[config.mk]
export PLATFORM = sky130hd
export DESIGN_NAME = ddpid_side_avg
export DESIGN_NICKNAME = d
export VERILOG_FILES = /design/src/ddpid_pkg.sv /design/src/ddpid_side_avg.sv
export SDC_FILE = /design/constraint.sdc
export NUM_CORES = 2
export LEC_CHECK = 0
export ABC_AREA = 1
export ABC_CLOCK_PERIOD_IN_PS = 19600
export BUFFER_PORTS_ARGS = -buffer_cell sky130_fd_sc_hd__buf_2
export CORE_MARGIN = 3
export CORE_UTILIZATION = 45
export DETAILED_ROUTE_END_ITERATION = 7
export SKIP_LAST_GASP = 1
export SYNTH_ARGS = -nofsm -noshare
export SYNTH_HDL_FRONTEND = slang
export SYNTH_SLANG_ARGS = --single-unit
[constraint.sdc]
create_clock -name i_clk -period 19.6 [get_ports i_clk]
set_clock_uncertainty 0.2 [all_clocks]
set_input_delay 3.92 -clock i_clk [delete_from_list [all_inputs] [get_ports i_clk]]
set_output_delay 3.92 -clock i_clk [all_outputs]
set_load 0.01 [all_outputs]
[src/ddpid_pkg.sv]
package ddpid_pkg;

    localparam int POS_W   = 32;   // encoder positions, errors, targets (Q.8 deg)
    localparam int GAIN_W  = 24;   // unsigned Q0.24 gains
    localparam int FRAC_W  = 24;   // gain fraction bits
    localparam int VOLT_W  = 24;   // Q15.8 volts
    localparam int SUM_W   = 48;   // turn integral
    localparam int NUM_POS = 6;

    localparam int MAX_VOLTS = 3072;
    localparam int MIN_VOLTS = 333;

    // reciprocal of 3 for 32-bit unsigned operands: q = (u * RECIP3) >> 33
    localparam logic [31:0] RECIP3 = 32'hAAAA_AAAB;

    localparam logic [GAIN_W-1:0] DRIVE_KP_RST  = 24'd100663;
    localparam logic [GAIN_W-1:0] DRIVE_KD_RST  = 24'd50332;
    localparam logic [GAIN_W-1:0] TURN_KP_RST   = 24'd16777;
    localparam logic [GAIN_W-1:0] TURN_KI_RST   = 24'd83886;
    localparam logic [GAIN_W-1:0] TURN_KD_RST   = 24'd839;
    localparam logic [GAIN_W-1:0] ADJUST_KP_RST = 24'd1342177;

    typedef enum logic [2:0] {
        CFG_DRIVE_TARGET = 3'd0,
        CFG_TURN_TARGET  = 3'd1,
        CFG_DRIVE_KP     = 3'd2,
        CFG_DRIVE_KD     = 3'd3,
        CFG_TURN_KP      = 3'd4,
        CFG_TURN_KI      = 3'd5,
        CFG_TURN_KD      = 3'd6,
        CFG_ADJUST_KP    = 3'd7
    } t_cfg_idx;

    // load enables of the four side-average pipeline stages
    typedef struct packed {
        logic mul;
        logic sum;
        logic fold;
        logic fix;
    } t_avg_en;

endpackage

[src/ddpid_side_avg.sv]
// Mean of three signed encoder positions, truncated toward zero. Four stages.
module ddpid_side_avg (
    input  logic                                  i_clk,
    input  ddpid_pkg::t_avg_en                    i_en,
    input  logic signed [ddpid_pkg::POS_W-1:0]    i_pos0,
    input  logic signed [ddpid_pkg::POS_W-1:0]    i_pos1,
    input  logic signed [ddpid_pkg::POS_W-1:0]    i_pos2,
    output logic signed [ddpid_pkg::POS_W-1:0]    o_mean
);

    logic signed [ddpid_pkg::POS_W-1:0] pos [3];
    logic [ddpid_pkg::POS_W-1:0]        u   [3];
    logic [2*ddpid_pkg::POS_W-1:0]      prod [3];

    // stage 1: per-operand quotient by 3 of the offset-binary value
    logic [ddpid_pkg::POS_W-2:0] r_q   [3];
    logic [1:0]                  r_ulo [3];

    // stage 2: summed quotients and remainders
    logic [1:0]                  n_r [3];
    logic [ddpid_pkg::POS_W:0]   r_qsum;
    logic [2:0]                  r_rsum;

    // stage 3: floor quotient and its remainder
    logic [1:0]                  qadj;
    logic [1:0]                  radj;
    logic [ddpid_pkg::POS_W+1:0] fq_w;
    logic signed [ddpid_pkg::POS_W-1:0] r_fq;
    logic [1:0]                  r_rem;

    // stage 4
    logic signed [ddpid_pkg::POS_W-1:0] r_mean;

    assign pos[0] = i_pos0;
    assign pos[1] = i_pos1;
    assign pos[2] = i_pos2;

    always_comb begin
        for (int i = 0; i < 3; i++) begin
            u[i]    = {~pos[i][ddpid_pkg::POS_W-1], pos[i][ddpid_pkg::POS_W-2:0]};
            prod[i] = u[i] * ddpid_pkg::RECIP3;
            // 3q mod 4 = q + 2q mod 4
            n_r[i]  = r_ulo[i] - r_q[i][1:0] - {r_q[i][0], 1'b0};
        end
    end

    // remainder sum 0..6 folded back into quotient and remainder
    always_comb begin
        case (r_rsum)
            3'd0, 3'd1, 3'd2: begin
                qadj = 2'd0;
                radj = r_rsum[1:0];
            end
            3'd3, 3'd4, 3'd5: begin
                qadj = 2'd1;
                radj = 2'(r_rsum - 3'd3);
            end
            3'd6: begin
                qadj = 2'd2;
                radj = 2'd0;
            end
            default: begin
                qadj = 2'd0;
                radj = 2'd0;
            end
        endcase
        // undo the three 2^31 offsets: sum(u) = sum(x) + 3*2^31
        fq_w = {1'b0, r_qsum} + {{ddpid_pkg::POS_W{1'b0}}, qadj}
             - {2'b00, 1'b1, {(ddpid_pkg::POS_W-1){1'b0}}};
    end

    always_ff @(posedge i_clk) begin
        if (i_en.mul) begin
            for (int i = 0; i < 3; i++) begin
                r_q[i]   <= prod[i][2*ddpid_pkg::POS_W-1:ddpid_pkg::POS_W+1];
                r_ulo[i] <= u[i][1:0];
            end
        end
        if (i_en.sum) begin
            r_qsum <= {2'b00, r_q[0]} + {2'b00, r_q[1]} + {2'b00, r_q[2]};
            r_rsum <= {1'b0, n_r[0]} + {1'b0, n_r[1]} + {1'b0, n_r[2]};
        end
        if (i_en.fold) begin
            r_fq  <= fq_w[ddpid_pkg::POS_W-1:0];
            r_rem <= radj;
        end
        if (i_en.fix) begin
            // floor to truncation: negative with a remainder moves up by one
            r_mean <= r_fq + ddpid_pkg::POS_W'(r_fq[ddpid_pkg::POS_W-1] && (r_rem != 2'd0));
        end
    end

    assign o_mean = r_mean;

endmodule

* After elaboration in Yosys (flattened, before gate mapping)
Memory sizes are Yosys's and may differ from the RTL's.
Index checks and enable logic that the tools add are counted.
** Storage, ports and cells
- Output and inout bits :: 32
- Register bits after elaboration :: 101
- Memories :: 2
- Logic and storage cells :: 42
- Memory bits (writable) :: 99
** Memory list
- r_q :: words 3, bits a word 31, read ports 3, clocked after memory_dff 0, wr ports 3, line ddpid_side_avg.sv:16 : logic [ddpid_pkg::POS_W-2:0] r_q [3];
- r_ulo :: words 3, bits a word 2, read ports 3, clocked after memory_dff 0, wr ports 3, line ddpid_side_avg.sv:17 : logic [1:0] r_ulo [3];
** Cells by class
- Add/subtract/negate cells :: 14
- Reductions and logical operators :: 5
- Bitwise operators :: 3
- Mux-type cells :: 4
- $mul :: 3
- Equal/unequal tests :: 6
** Operators with widths (count)
- $mul A32 B32 Y64 const B :: 3
- $add A31 B31 Y32 :: 1
- $add A32 B1 Y32 :: 1
- $add A32 B2 Y32 :: 1
- $add A32 B31 Y32 :: 1
- $sub A32 B32 Y32 const B :: 1
- $sub A2 B2 Y2 :: 6
- $eq A3 B3 Y1 const B :: 3
- $pmux W2 S2 :: 2
- $eq A3 B2 Y1 const B :: 2
- $reduce_or A3 Y1 :: 2
- $add A2 B2 Y3 :: 1
- $add A3 B2 Y3 :: 1
- $eq A3 B1 Y1 const B :: 1
- $logic_not A3 Y1 :: 1
- $not A1 Y1 :: 3
- $mux W1 :: 2
- $reduce_bool A2 Y1 :: 1
- $sub A2 B2 Y2 const B :: 1
- $logic_and A1 B1 Y1 :: 1

* Longest topological paths before layout
- Word-level depth :: 5
- Gate-level depth with buffers :: 31
- Depth with buffers taken out :: 31

* Worst setup path before layout
No wires, ideal clock.
- Kind :: input -> register
- From :: in i_pos1[6] in the netlist's numbering
- To :: mem r_q[0][43] in the netlist's numbering (data pin)
- Path slack :: 9.838 ns
- Cell stages on the path :: 26
- Setup time :: 0.253 ns
- Arrival :: 9.309 ns
- Data required time :: 19.147 ns
- Buffers on the path :: 0
- Path through :: ha_1 > xnor2_1 > inv_1 > ha_1 > a21oi_1 > inv_1 > fa_1 > inv_1 > fa_1 > inv_1 > fa_1 > fa_1 > fa_1 > inv_1 > fa_1 > inv_1 > ha_1 > nand2_1 > nand2_1 > o21bai_1 > a21oi_1 > nor2_1 > o21ai_0 > nand3_1 > nand2_1 > nand2_1
** RTL lines
- start, declared :: line ddpid_side_avg.sv:6 : input logic signed [ddpid_pkg::POS_W-1:0] i_pos1,
- end, declared :: line ddpid_side_avg.sv:16

==> metrics <==
status complete, no violations; Routed Antenna Nets 0; total gr overflow 0; die area ~150000 sq um; Clock Path Buffers 2; first-pass detailed-route iteration total 6; Tot GR Track Use 28.4%; multiplexer area fraction after synthesis 0%; final hold violation count 0; Final Slew Violations 0; Compound-Gate Fraction of Synth Area 3.96%; Placer Congestion 1.00; Clock H-tree levels 4; P&R area growth vs syn 5.72%; Worst setup SP type input pin; fill cell count ~14000; Synth Area in Adders 56.3%; Hold Buf Count CTS 0; DR iter-0 viols ~3800; CTS Buf Count 17; Syn Area/Cell about 8.4 sq um; post-layout minimum cycle time 11.02 ns; CP bufs+invs 7; CTS tree built; Top delay family on crit path adder cells; layout cells sized above 1 a little over 3%; CP Capture Type register; footprint of the multi-input gates between 40000 and 50000 sq um; die width approximately 380 microns; initial core utilization 45.7%; simple-gate portion of the synthesized area 14.9%; slew margin rel. roughly a third; CP max stage cell xnor2_1; R2R Setup Slk 16.14 ns; synthesized instance count 7622; Layout Nets 10100; Syn Nets 9945; worst skew pair latency approximately 0.48 ns; Setup Fix Bufs, Post-CTS 0; antenna cells 0; Max FO, Critical Path 8; FF+latch area 6010 sq um; Routed WL per cell 21.2 microns; Synth cell types 33; Post-DP HPWL around 190 mm; critical path arrival ~11 ns; mapped cell area 64200 sq um; Die H around 380 microns; Core Area roughly 140000 sq um; largest net degree at the start of global routing 66; YS warnings 0; Min-Delay Path Class register to register; CTS clock-pin slew for the worst setup and hold paths around 0.090 ns; final setup violation count 0; # resized after CTS 0; FMAX a little over 90 MHz; row count around 140; root buffer cell clkbuf_16; I/O Pins between 100 and 150; maxcap violations 0; largest family of logic cells by synthesized area adder cells; CP Data Required Time 19.58 ns; port bufs 132; Fin Setup TNS 0 ns; vias in the first global route 51100; DR vias/cell 5.09; first-pass GRT wire length 312 mm; initial antenna violation count 1; Synth Register Bits 200; CTS sink count 200; worst-margin pin slew around 0.99 ns; Synth Area in XOR/XNOR 2.59%; post-route clock period utilization ~56%; Crit Path Class input pin to register; post-synthesis sequential area ratio 9.36%; via count 49200; slowest stage delay, CP 0.63 ns; unrepaired setup endpoints after global routing false; Routed WL 205 mm; # DRC 0
## layout make-up
| class | instances | share of cell area, % |
|---|---|---|
| Multi-Input combinational cell | 5216 | 73.5 |
| Inverter | 2206 | 12.2 |
| Sequential cell | 200 | 8.85 |
| Tap cell | 1876 | 3.46 |
| Timing Repair Buffer | 133 | 0.988 |
| Clock buffer | 17 | 0.627 |
| Clock inverter | 15 | 0.336 |
## metrics by stage
stage               util, %  setup slack (ns)  instance area [sq um]  instances  hold slack [ns]
finish                 48.3              8.58                  67900       9663            0.368
global route           48.3              8.36                  67900       9663            0.399
CTS                    48.3              8.72                  67900       9663            0.371
detailed placement     47.8              8.22                  67200       9631            0.342
global placement       47.8              8.25                  67200       9631            0.346
floorplan                 -              9.84                  64200       7622            0.326
## synthesized netlist by cell type
cell	n	area [sq um]
ha_1	1110	13900
nand3_2	4	40.0
and3_1	2	12.5
nor4_1	11	68.8
nand4_2	1	12.5
nor2_4	9	101
nand3b_1	4	30.0
nor3_2	4	40.0
edfxtp_1	200	6010
inv_1	2206	8280
nand2_1	1472	5530
a21boi_0	2	15.0
nor2_1	442	1660
nor3_4	1	16.3
and2_1	4	25.0
fa_1	1112	22300
o21bai_1	33	248
o21ai_1	1	5.00
xor2_1	102	893
o21a_1	3	22.5
nand2_2	8	50.1
o21ai_0	131	656
or2_2	36	225
nor3_1	67	335
nor2_2	5	31.3
o211ai_1	2	15.0
a31oi_1	2	12.5
a21oi_1	273	1370
xnor2_1	88	771
nand2_4	2	22.5
nand3_1	212	1060
nand4_1	46	288
a21o_1	27	203
## sequential cells by signal, indices dropped and copies added, names as in the netlist
register  flops
r_q          93
o_mean       32
r_fq         32
r_qsum       32
r_ulo         6
r_rsum        3
r_rem         2
## final timing paths
path / start / end / cells past startpoint
worst max-delay path: i_pos1[9] / r_q[0][38] / 27
worst min-delay path: r_fq[0] / o_mean[0] / 1
worst max register to register: r_q[0][32] / r_qsum[31] / 12
worst min register to register: r_fq[0] / o_mean[0] / 1
## layout by cell type, fill, tap and decap left out, drive strengths merged, types with 2 or more instances in the layout
cell type and n:
inv 2216, nand2 1482, fa 1112, ha 1110, nor2 456, a21oi 273, nand3 216, edfxtp 200
buf 133, o21ai 132, xor2 102, xnor2 88, nor3 72, nand4 47, or2 36, o21bai 33
a21o 27, clkbuf 17, nor4 11, and2 4, nand3b 4, clkinv 4, o21a 3, a31oi 2
o211ai 2, and3 2, a21boi 2
## metal layers
metal	GRT usage, %	vias to the layer above	wire, microns
met4	5.10	2	3970
met3	3.85	186	14100
met2	44.5	1511	90700
met5	0	-	13
met1	42.2	24300	95800
li1	-	23300	-
## logic make-up after synthesis
kind of cell / Yosys count
compound gates: 474
xor+xnor: 190
buf+inv: 2206
fa+ha+maj: 2222
flops: 200
simple gates: 2330
Power is not shown: default switching activity piles up to over one toggle a cycle in this logic, so the estimate is an artifact.
